$ cat src/hdl/csg_pkg.sv
// Shared types and constants of the correction string generator.
package csg_pkg;

    // Lattice limits and field widths
    localparam int MAX_WIDTH  = 32;
    localparam int MAX_HEIGHT = 32;
    localparam int RESET_DIM  = 32;
    localparam int DIM_W      = 6;
    localparam int STAB_W     = 11;
    localparam int SITE_W     = STAB_W - 1;
    localparam int QUBIT_W    = 11;
    localparam int DIV_STEPS  = SITE_W;
    localparam int CNT_W      = $clog2(DIV_STEPS);

    // Configuration port
    localparam int ADDR_W = 3;
    localparam int DATA_W = 32;

    typedef enum logic {
        REG_WIDTH  = 1'b0,
        REG_HEIGHT = 1'b1
    } t_reg_idx;

    typedef enum logic {
        PAULI_Z = 1'b0,
        PAULI_X = 1'b1
    } t_pauli;

    // Commands from the controller to the datapath
    typedef struct packed {
        logic load;
        logic div_step;
        logic div_by_h;
        logic latch_x;
        logic setup;
        logic emit_nf;
        logic emit_x;
        logic emit_y;
    } t_cmd;

    // Status from the datapath to the controller
    typedef struct packed {
        logic coincide;
        logic x_same;
        logic y_same;
        logic x_end;
        logic y_end;
    } t_status;

    // Saturate a written dimension into 2..maxv
    function automatic logic [DIM_W-1:0] clamp_dim(
        input logic [DIM_W-1:0] v,
        input logic [DIM_W-1:0] maxv
    );
        logic [DIM_W-1:0] res;
        if (v < DIM_W'(2)) begin
            res = DIM_W'(2);
        end else if (v > maxv) begin
            res = maxv;
        end else begin
            res = v;
        end
        return res;
    endfunction

endpackage

$ cat src/hdl/csg_regs.sv
// Configuration registers (lattice width and height) behind the APB-style port.
module csg_regs (
    input  logic                        i_clk,
    input  logic                        i_rst_n,
    input  logic                        psel,
    input  logic                        penable,
    input  logic                        pwrite,
    input  logic [csg_pkg::ADDR_W-1:0]  paddr,
    input  logic [csg_pkg::DATA_W-1:0]  pwdata,
    output logic [csg_pkg::DATA_W-1:0]  prdata,
    output logic                        pready,
    output logic [csg_pkg::DIM_W-1:0]   o_width,
    output logic [csg_pkg::DIM_W-1:0]   o_height
);

    logic [csg_pkg::DIM_W-1:0] r_width;
    logic [csg_pkg::DIM_W-1:0] r_height;
    logic                      wr_en;
    csg_pkg::t_reg_idx         reg_idx;

    assign pready  = 1'b1;
    assign wr_en   = psel & penable & pwrite;
    assign reg_idx = csg_pkg::t_reg_idx'(paddr[2]);

    // Write with saturation into the legal range
    always_ff @(posedge i_clk) begin
        if (!i_rst_n) begin
            r_width  <= csg_pkg::DIM_W'(csg_pkg::RESET_DIM);
            r_height <= csg_pkg::DIM_W'(csg_pkg::RESET_DIM);
        end else if (wr_en) begin
            unique case (reg_idx)
                csg_pkg::REG_WIDTH: begin
                    r_width <= csg_pkg::clamp_dim(pwdata[csg_pkg::DIM_W-1:0],
                                                  csg_pkg::DIM_W'(csg_pkg::MAX_WIDTH));
                end
                csg_pkg::REG_HEIGHT: begin
                    r_height <= csg_pkg::clamp_dim(pwdata[csg_pkg::DIM_W-1:0],
                                                   csg_pkg::DIM_W'(csg_pkg::MAX_HEIGHT));
                end
                default: begin
                    r_width <= r_width;
                end
            endcase
        end
    end

    // Read back
    always_comb begin
        unique case (reg_idx)
            csg_pkg::REG_WIDTH:  prdata = csg_pkg::DATA_W'(r_width);
            csg_pkg::REG_HEIGHT: prdata = csg_pkg::DATA_W'(r_height);
            default:             prdata = '0;
        endcase
    end

    assign o_width  = r_width;
    assign o_height = r_height;

endmodule

$ cat src/hdl/csg_ctrl.sv
// Controller state machine: sequences site division, set-up and the two correction runs.
module csg_ctrl (
    input  logic             i_clk,
    input  logic             i_rst_n,
    input  logic             i_in_valid,
    output logic             o_in_ready,
    output logic             o_out_valid,
    input  logic             i_out_ready,
    input  csg_pkg::t_status i_status,
    output csg_pkg::t_cmd    o_cmd
);

    typedef enum logic [8:0] {
        S_IDLE   = 9'b000000001,
        S_DIVW   = 9'b000000010,
        S_LATCHX = 9'b000000100,
        S_DIVH   = 9'b000001000,
        S_SETUP  = 9'b000010000,
        S_DECIDE = 9'b000100000,
        S_NOFLIP = 9'b001000000,
        S_XWALK  = 9'b010000000,
        S_YWALK  = 9'b100000000
    } t_state;

    t_state                   r_state, n_state;
    logic [csg_pkg::CNT_W-1:0] r_cnt, n_cnt;
    logic                     r_out_valid, n_out_valid;
    logic                     out_free;
    logic                     cnt_last;
    logic                     emit;
    csg_pkg::t_cmd            cmd;

    assign out_free = !r_out_valid || i_out_ready;
    assign cnt_last = (r_cnt == csg_pkg::CNT_W'(csg_pkg::DIV_STEPS - 1));

    // Next state and commands
    always_comb begin
        n_state = r_state;
        n_cnt   = r_cnt;
        cmd     = '0;
        unique case (r_state)
            S_IDLE: begin
                if (i_in_valid) begin
                    cmd.load = 1'b1;
                    n_cnt    = '0;
                    n_state  = S_DIVW;
                end
            end
            S_DIVW: begin
                cmd.div_step = 1'b1;
                n_cnt        = r_cnt + 1'b1;
                if (cnt_last) begin
                    n_cnt   = '0;
                    n_state = S_LATCHX;
                end
            end
            S_LATCHX: begin
                cmd.latch_x = 1'b1;
                n_state     = S_DIVH;
            end
            S_DIVH: begin
                cmd.div_step = 1'b1;
                cmd.div_by_h = 1'b1;
                n_cnt        = r_cnt + 1'b1;
                if (cnt_last) begin
                    n_cnt   = '0;
                    n_state = S_SETUP;
                end
            end
            S_SETUP: begin
                cmd.setup = 1'b1;
                n_state   = S_DECIDE;
            end
            S_DECIDE: begin
                if (i_status.coincide) begin
                    n_state = S_NOFLIP;
                end else if (i_status.x_same) begin
                    n_state = S_YWALK;
                end else begin
                    n_state = S_XWALK;
                end
            end
            S_NOFLIP: begin
                if (out_free) begin
                    cmd.emit_nf = 1'b1;
                    n_state     = S_IDLE;
                end
            end
            S_XWALK: begin
                if (out_free) begin
                    cmd.emit_x = 1'b1;
                    if (i_status.x_end) begin
                        n_state = i_status.y_same ? S_IDLE : S_YWALK;
                    end
                end
            end
            S_YWALK: begin
                if (out_free) begin
                    cmd.emit_y = 1'b1;
                    if (i_status.y_end) begin
                        n_state = S_IDLE;
                    end
                end
            end
            default: begin
                n_state = S_IDLE;
            end
        endcase
    end

    // Output valid: set on emit, drop once the transaction is taken
    assign emit = cmd.emit_nf | cmd.emit_x | cmd.emit_y;

    always_comb begin
        if (emit) begin
            n_out_valid = 1'b1;
        end else if (i_out_ready) begin
            n_out_valid = 1'b0;
        end else begin
            n_out_valid = r_out_valid;
        end
    end

    always_ff @(posedge i_clk) begin
        if (!i_rst_n) begin
            r_state     <= S_IDLE;
            r_cnt       <= '0;
            r_out_valid <= 1'b0;
        end else begin
            r_state     <= n_state;
            r_cnt       <= n_cnt;
            r_out_valid <= n_out_valid;
        end
    end

    assign o_in_ready  = (r_state == S_IDLE);
    assign o_out_valid = r_out_valid;
    assign o_cmd       = cmd;

    // An accepted pair always starts the division by width
    a_accept_starts_div: assert property (@(posedge i_clk) disable iff (!i_rst_n)
        (i_in_valid && o_in_ready) |=> (r_state == S_DIVW))
        else $error("accepted pair did not start division");

    // Step counter stays within the division length
    a_cnt_range: assert property (@(posedge i_clk) disable iff (!i_rst_n)
        r_cnt <= csg_pkg::CNT_W'(csg_pkg::DIV_STEPS - 1))
        else $error("division step counter out of range");

    // A new result only ever comes from an emitting state
    a_result_source: assert property (@(posedge i_clk) disable iff (!i_rst_n)
        $rose(r_out_valid) |-> ($past(r_state) == S_NOFLIP || $past(r_state) == S_XWALK
                                || $past(r_state) == S_YWALK))
        else $error("result raised outside an emitting state");

    // The counter is idle in the idle state and in both walk states
    a_cnt_idle: assert property (@(posedge i_clk) disable iff (!i_rst_n)
        (r_state == S_XWALK || r_state == S_YWALK || r_state == S_IDLE) |-> (r_cnt == '0))
        else $error("step counter left running after division");

endmodule

$ cat src/hdl/csg_dp.sv
// Datapath: two-lane bit-serial site divider, direction pick and qubit index arithmetic.
module csg_dp (
    input  logic                        i_clk,
    input  csg_pkg::t_cmd               i_cmd,
    input  logic [csg_pkg::DIM_W-1:0]   i_width,
    input  logic [csg_pkg::DIM_W-1:0]   i_height,
    input  logic [csg_pkg::STAB_W-1:0]  i_first_stab,
    input  logic [csg_pkg::STAB_W-1:0]  i_second_stab,
    input  logic                        i_stab_kind,
    output csg_pkg::t_status            o_status,
    output logic [csg_pkg::QUBIT_W-1:0] o_qubit_index,
    output logic                        o_pauli_kind,
    output logic                        o_no_flip,
    output logic                        o_last
);

    localparam int DW = csg_pkg::DIM_W;
    localparam int SW = csg_pkg::SITE_W;
    localparam int QW = csg_pkg::QUBIT_W;

    // One restoring division step: shift in the next dividend bit, subtract if it fits
    function automatic logic [DW+SW-1:0] div_step(
        input logic [DW-1:0] rm,
        input logic [SW-1:0] dv,
        input logic [DW-1:0] d
    );
        logic [DW:0]   t;
        logic          fits;
        logic [DW-1:0] rm_n;
        t    = {rm, dv[SW-1]};
        fits = (t >= {1'b0, d});
        rm_n = fits ? DW'(t - {1'b0, d}) : DW'(t);
        return {rm_n, dv[SW-2:0], fits};
    endfunction

    // 1 when the walk goes toward increasing coordinate
    function automatic logic pick_dir(
        input logic [DW-1:0] from,
        input logic [DW-1:0] to,
        input logic [DW-1:0] size
    );
        logic signed [DW+1:0] d;
        logic signed [DW+1:0] half;
        d    = $signed({2'b00, to}) - $signed({2'b00, from});
        half = $signed({2'b00, DW'(size >> 1)});
        return !((d > half) || ((d <= 0) && (-d < half)));
    endfunction

    logic [SW-1:0]   r_dv_a, r_dv_b;
    logic [DW-1:0]   r_rm_a, r_rm_b;
    logic            r_kind;
    logic [DW-1:0]   r_x1, r_x2, r_y1, r_y2;
    logic [DW-1:0]   r_cur_x, r_cur_y;
    logic            r_xd, r_yd;
    logic [QW-1:0]   r_base, r_wh;
    logic [QW-1:0]   r_q;
    logic            r_p, r_nf, r_last;

    logic [DW-1:0]      divisor;
    logic [DW+SW-1:0]   step_a, step_b;
    logic [2*DW-1:0]    wh_full, yw_full, row_full;
    logic [DW-1:0]      x_inc, x_dec, x_next, x_m;
    logic [DW-1:0]      y_inc, y_dec, y_next, y_m;
    logic [DW-1:0]      x2_p1;
    logic [QW-1:0]      q_x, q_y, col_add;

    // Division lanes
    assign divisor = i_cmd.div_by_h ? i_height : i_width;
    assign step_a  = div_step(r_rm_a, r_dv_a, divisor);
    assign step_b  = div_step(r_rm_b, r_dv_b, divisor);

    // Set-up products
    assign wh_full = i_width * i_height;
    assign yw_full = r_rm_a * i_width;

    // Column walk arithmetic
    assign x_inc  = (r_cur_x == i_width - 1'b1) ? '0 : r_cur_x + 1'b1;
    assign x_dec  = (r_cur_x == '0) ? i_width - 1'b1 : r_cur_x - 1'b1;
    assign x_next = r_xd ? x_inc : x_dec;
    assign x_m    = r_xd ? x_inc : r_cur_x;
    assign q_x    = r_base + QW'(x_m);

    // Row walk arithmetic
    assign y_inc  = (r_cur_y == i_height - 1'b1) ? '0 : r_cur_y + 1'b1;
    assign y_dec  = (r_cur_y == '0) ? i_height - 1'b1 : r_cur_y - 1'b1;
    assign y_next = r_yd ? y_inc : y_dec;
    assign y_m    = r_kind ? (r_yd ? r_cur_y : y_dec) : (r_yd ? y_inc : r_cur_y);
    assign x2_p1  = (r_x2 == i_width - 1'b1) ? '0 : r_x2 + 1'b1;
    assign row_full = y_m * i_width;
    assign col_add  = r_kind ? QW'(x2_p1) : QW'(r_x2) + r_wh;
    assign q_y      = QW'(row_full) + col_add;

    // Status to the controller
    assign o_status.coincide = (r_x1 == r_x2) && (r_y1 == r_y2);
    assign o_status.x_same   = (r_x1 == r_x2);
    assign o_status.y_same   = (r_y1 == r_y2);
    assign o_status.x_end    = (x_next == r_x2);
    assign o_status.y_end    = (y_next == r_y2);

    // Division and set-up registers
    always_ff @(posedge i_clk) begin
        if (i_cmd.load) begin
            r_dv_a <= i_first_stab[csg_pkg::STAB_W-1:1];
            r_dv_b <= i_second_stab[csg_pkg::STAB_W-1:1];
            r_rm_a <= '0;
            r_rm_b <= '0;
            r_kind <= i_stab_kind;
        end else if (i_cmd.div_step) begin
            r_rm_a <= step_a[DW+SW-1:SW];
            r_dv_a <= step_a[SW-1:0];
            r_rm_b <= step_b[DW+SW-1:SW];
            r_dv_b <= step_b[SW-1:0];
        end else if (i_cmd.latch_x) begin
            r_x1   <= r_rm_a;
            r_x2   <= r_rm_b;
            r_rm_a <= '0;
            r_rm_b <= '0;
        end else if (i_cmd.setup) begin
            r_y1    <= r_rm_a;
            r_y2    <= r_rm_b;
            r_cur_x <= r_x1;
            r_cur_y <= r_rm_a;
            r_xd    <= pick_dir(r_x1, r_x2, i_width);
            r_yd    <= pick_dir(r_rm_a, r_rm_b, i_height);
            r_wh    <= QW'(wh_full);
            r_base  <= QW'(yw_full) + (r_kind ? QW'(wh_full) : '0);
        end else if (i_cmd.emit_x) begin
            r_cur_x <= x_next;
        end else if (i_cmd.emit_y) begin
            r_cur_y <= y_next;
        end
    end

    // Result register
    always_ff @(posedge i_clk) begin
        if (i_cmd.emit_nf) begin
            r_q    <= '0;
            r_p    <= csg_pkg::PAULI_Z;
            r_nf   <= 1'b1;
            r_last <= 1'b1;
        end else if (i_cmd.emit_x) begin
            r_q    <= q_x;
            r_p    <= csg_pkg::PAULI_Z;
            r_nf   <= 1'b0;
            r_last <= o_status.x_end && o_status.y_same;
        end else if (i_cmd.emit_y) begin
            r_q    <= q_y;
            r_p    <= csg_pkg::PAULI_X;
            r_nf   <= 1'b0;
            r_last <= o_status.y_end;
        end
    end

    assign o_qubit_index = r_q;
    assign o_pauli_kind  = r_p;
    assign o_no_flip     = r_nf;
    assign o_last        = r_last;

endmodule

$ cat src/hdl/correction_string_generator_core.sv
// Top level of the correction string generator: registers, controller and datapath.
//
// Takes one matched stabilizer pair at a time and emits the qubits to toggle
// to join them on a W by H torus: first the Z run along the row of the first
// site, then the X run along the column of the second site, one result per
// cycle while the output is taken, with last on the final one (a coinciding
// pair gives a single no_flip result). Before the first result, a pair goes
// through the bit-serial division of both site indices, by W and then by H
// (10 steps each), and the set-up of the walk. The next pair is accepted
// once the last result of the current one has been loaded into the output
// register. Width and height are saturated into 2..32 when written; the
// user must write them only while no pair is in progress, as the block
// itself does not enforce this.
module correction_string_generator_core (
    input  logic                        i_clk,
    input  logic                        i_rst_n,
    // Configuration port
    input  logic                        psel,
    input  logic                        penable,
    input  logic                        pwrite,
    input  logic [csg_pkg::ADDR_W-1:0]  paddr,
    input  logic [csg_pkg::DATA_W-1:0]  pwdata,
    output logic [csg_pkg::DATA_W-1:0]  prdata,
    output logic                        pready,
    // Input pair
    input  logic                        i_in_valid,
    output logic                        o_in_ready,
    input  logic [csg_pkg::STAB_W-1:0]  i_first_stab,
    input  logic [csg_pkg::STAB_W-1:0]  i_second_stab,
    input  logic                        i_stab_kind,
    // Result
    output logic                        o_out_valid,
    input  logic                        i_out_ready,
    output logic [csg_pkg::QUBIT_W-1:0] o_qubit_index,
    output logic                        o_pauli_kind,
    output logic                        o_no_flip,
    output logic                        o_last
);

    logic [csg_pkg::DIM_W-1:0] width;
    logic [csg_pkg::DIM_W-1:0] height;
    csg_pkg::t_cmd             cmd;
    csg_pkg::t_status          status;

    csg_regs u_regs (
        .i_clk    (i_clk),
        .i_rst_n  (i_rst_n),
        .psel     (psel),
        .penable  (penable),
        .pwrite   (pwrite),
        .paddr    (paddr),
        .pwdata   (pwdata),
        .prdata   (prdata),
        .pready   (pready),
        .o_width  (width),
        .o_height (height)
    );

    csg_ctrl u_ctrl (
        .i_clk       (i_clk),
        .i_rst_n     (i_rst_n),
        .i_in_valid  (i_in_valid),
        .o_in_ready  (o_in_ready),
        .o_out_valid (o_out_valid),
        .i_out_ready (i_out_ready),
        .i_status    (status),
        .o_cmd       (cmd)
    );

    csg_dp u_dp (
        .i_clk         (i_clk),
        .i_cmd         (cmd),
        .i_width       (width),
        .i_height      (height),
        .i_first_stab  (i_first_stab),
        .i_second_stab (i_second_stab),
        .i_stab_kind   (i_stab_kind),
        .o_status      (status),
        .o_qubit_index (o_qubit_index),
        .o_pauli_kind  (o_pauli_kind),
        .o_no_flip     (o_no_flip),
        .o_last        (o_last)
    );

endmodule
$ cat config.mk
export PLATFORM = sky130hd
export DESIGN_NAME = correction_string_generator_core
export DESIGN_NICKNAME = d
export VERILOG_FILES = /design/src/hdl/csg_pkg.sv /design/src/hdl/csg_regs.sv /design/src/hdl/csg_ctrl.sv /design/src/hdl/csg_dp.sv /design/src/hdl/correction_string_generator_core.sv
export SDC_FILE = /design/constraint.sdc
export NUM_CORES = 1
export LEC_CHECK = 0
export BUFFER_PORTS_ARGS = -buffer_cell sky130_fd_sc_hd__buf_2
export CORE_UTILIZATION = 50
export DETAILED_ROUTE_END_ITERATION = 6
export PLACE_DENSITY_LB_ADDON = 0.05
export SLEW_MARGIN = 25
export SYNTH_ARGS = -nofsm -noshare
export SYNTH_HDL_FRONTEND = slang
export SYNTH_SLANG_ARGS = --single-unit
$ cat constraint.sdc
create_clock -name i_clk -period 11.2 [get_ports i_clk]
set_input_delay 1.12 -clock i_clk [delete_from_list [all_inputs] [get_ports i_clk]]
set_output_delay 1.12 -clock i_clk [all_outputs]
set_load 0.02 [all_outputs]
==> reports/results.tsv <==
metric	value	unit
final core occ	0.552	
Top cell by count, worst path	inv_1	
post-route clock skew	11.6	ps
number of nets with antenna violations after routing	0	
vias post-DR	11000	
violated checks	design-rule violations	
net count reported at finish	1854	
count of pins over their slew limit	0	
maximum clock rate	0.136	GHz
critical path launch point	u_regs.o_height[0]$_SDFFE_PN0P_	
required time worst endpoint	11500	ps
setup slack after layout	3850	ps
x dimension of the die	166	µm
GPL Wtd Cong	0.893	
post-CTS clock slew at the launch and capture registers of the worst setup and hold paths	70	ps
CP Capture Type	flip-flop	
library cells used by synthesis	85	
dpl hpwl	27400	µm
Final Routed Wirelength	35800	µm
maximum number of pins on one net before global-route repair	37	
Switch Pwr	0.731	mW
launching point of the worst reg2reg path	u_regs.o_height[0]$_SDFFE_PN0P_	
latest clock arrival within the worst-skew pair	420	ps
setup repair after global routing missed its margin	no	
number of rows created at floorplan	59	
flip-flop cell with the highest count after synthesis	edfxtp_1	
number of buffers added to fix hold violations after cts	0	
biggest fanout along the worst timing path	11	
number of remaining DRC errors	6	
Power Dens Cells	135	nW/µm²
GRT overflow	0	
Async S/R FF share, synth	0	
post-synthesis sequential area ratio	0.258	
worst hold start	u_dp.o_no_flip$_SDFFE_PP1P_	
proportion of layout cells with a drive suffix above 1	0.0856	
Setup Crit Path Kind	flip-flop to flip-flop	
fraction of power spent switching nets	0.374	
I/O pin cnt	114	
sequential cell area in the final layout	3470	µm²
Layout Area Growth over Synthesis	7.71	%
relative slew slack	0.356	
result of the run	complete, but fails checks	
Clock Tree Buf Depth	2	
cell-internal power	1.22	mW
worst vdd ir	0.183	mV
Port Buffer Count	56	
count of flip-flops with a built-in enable after synthesis	81	
area of combinational cells with multiple inputs	8990	µm²
synthesized cell area	13400	µm²
type of the worst min-delay path	flip-flop to flip-flop	
CTS root buf	clkbuf_16	
Flop pwr share	0.339	
most common cell after layout, fill and taps aside	nand2_1	
final setup violation count	0	
power consumption	1.96	mW
die boundary height	166	µm
Avg Cell Area, Syn	8.60	µm²
H-tree depth	4	
count of final hold-check violations	0	
number of antenna violations at the first check in global routing	0	
antenna diode instance count	0	
part of the power in combinational logic	0.374	
wire length of the first global-routing pass	57100	µm
CP peak stage delay	720	ps
placeable core region	26200	µm²
Yosys warning count	0	
Period minus WS final	7350	ps
routed length per placed instance	18.5	µm
non-filler instance count after layout	1935	
post-cts resize count	0	
Layout fillers	2421	
Placed Cells incl. Taps	1903	
DR iter-0 viols	952	
clock net sink count	133	
transition time of the tightest slew-check pin	963	ps
CP Data Arrival Time	7650	ps
share of the cycle needed by the critical path after routing	0.656	
DR vias/cell	5.68	
Initial DRT Pass Iterations	7	
post-placement worst setup slack	3970	ps
cell leakage power	6.44	nW
commonest non-fill, non-tap cells in the layout	nand2_1, inv_1, ha_1, nor2_1, edfxtp_1	
critical-path cell list	inv_1, ha_1, nor3b_1, xnor3_1, nand3_1, o21ai_0, nor3_1, a211oi_1, a31oi_1, nand2_1, fa_1, fa_1, inv_1, fa_1, inv_1, fa_1, inv_1, ha_1, inv_1, nor2_1, o41ai_1, o21ai_0, xnor2_1, a2111oi_0	
MaxCap Viol Count	0	
number of global-route vias before repair	10600	
slowest cell on the critical path	dfxtp_1	
launching element type of the critical path	flip-flop	
Fin Setup TNS	0	ps
overall fraction of global-route tracks in use	0.266	
total die area	27500	µm²
clock tree from TritonCTS	done	
CTS Buf Count	17	
Syn Inst Count	1564	
post-synthesis register bit count	133	
number of setup buffers added after CTS	0	
Clock power frac	0.287	
starting utilization of the core area	0.513	
per-layer routing:
metal	global-route usage	part of all wire	routed length, µm
met3	0.0327	0.052	1860
met2	0.412	0.44	15700
met1	0.381	0.48	17200
met5	0	0	0
met4	0.0947	0.030	1060
area by class of cell:
type | instances | area share
Clock buffer | 17 | 0.0294
Tap cell | 335 | 0.0289
Multi-Input combinational cell | 1198 | 0.621
Sequential cell | 133 | 0.240
Clock inverter | 15 | 0.0101
Timing Repair Buffer | 73 | 0.0282
Inverter | 164 | 0.0425
state kept, by name, summed over array words and instances, names as in the netlist, 9 cells and up:
register and count:
u_dp.r_dv_b 10, u_dp.r_base 11, u_dp.o_qubit_index 11, u_dp.r_wh 11, u_dp.r_dv_a 10, u_ctrl.r_state 9
worst max-delay path, delay by kind of cell, from the launching register on:
family                   cells  cell delay (ps)
adder cells (fa/ha/maj)      6             2670
AO/OA/AOI/OAI                6             2010
AND/OR/NAND/NOR              5              910
flip-flops                   1              720
buffers and inverters        5              520
XOR/XNOR                     2              390
power by group through the flow:
| stage | Sequential, mW | Clock (mW) | Combinational [mW] |
|---|---|---|---|
| after floorplan | 0.679 | 0 | 0.553 |
| after global placement | 0.673 | 0 | 0.717 |
| after detailed placement | 0.674 | 0 | 0.730 |
| after CTS | 0.664 | 0.569 | 0.736 |
| after global routing | 0.672 | 0.586 | 0.833 |
| final | 0.663 | 0.561 | 0.731 |
synthesized netlist by cell type (all sizes together) (4+ instances only):
cell type,instances,area (µm²)
o21bai,14,105
nor2,133,502
a21oi,80,412
o211ai,12,90.1
a22oi,4,30.0
xor2,34,298
nor3,32,170
fa,68,1360
xnor3,4,90.1
and3,17,116
a31oi,12,75.1
buf,42,289
a31o,4,35.0
o21a,10,75.1
and2,24,150
ha,134,1680
nand3,39,195
edfxtp,81,2430
o22a,4,35.0
dfxtp,52,1040
inv,163,612
clkbuf,52,195
nand2,182,683
xnor2,74,648
nor4,5,61.3
o21ai,80,404
o22ai,9,56.3
a21o,21,158
a221oi,7,61.3
nor3b,11,87.6
a211oi,13,108
nor2b,19,119
or3,13,81.3
nand2b,17,106
a21boi,9,67.6
o31ai,9,67.6
nand4,7,43.8
mux2i,21,210
logic make-up (layout without fill, tap and decap cells):
family,after synthesis,after routing,share of synthesized area
AOI/OAI and AO/OA,319,319,0.155
xor gates and xnor gates,113,113,0.0788
adders and majority gates,202,202,0.226
buffers and inverters,258,269,0.0818
DFF,133,133,0.258
muxes,22,22,0.0165
other,2,27,0.000559
and+or+nand+nor,515,515,0.183
metrics by stage:
step | area, µm² | hold WS, ps
6_report | 14500 | 445
5_1_grt | 14500 | 464
2_1_floorplan | 13500 | 452
3_5_place_dp | 13900 | 434
3_3_place_gp | 13900 | 431
4_1_cts | 14500 | 449
path summary, 6_finish.rpt:
kind                                         end  slack [ps]  depth (start not counted)
max          u_dp.o_qubit_index[10]$_SDFFE_PP0P_        3850                         24
max reg2reg  u_dp.o_qubit_index[10]$_SDFFE_PP0P_        3850                         24
min reg2reg          u_dp.o_no_flip$_SDFFE_PP1P_         450                          1
min                  u_dp.o_no_flip$_SDFFE_PP1P_         450                          1
(Power assumes the default switching activity.)
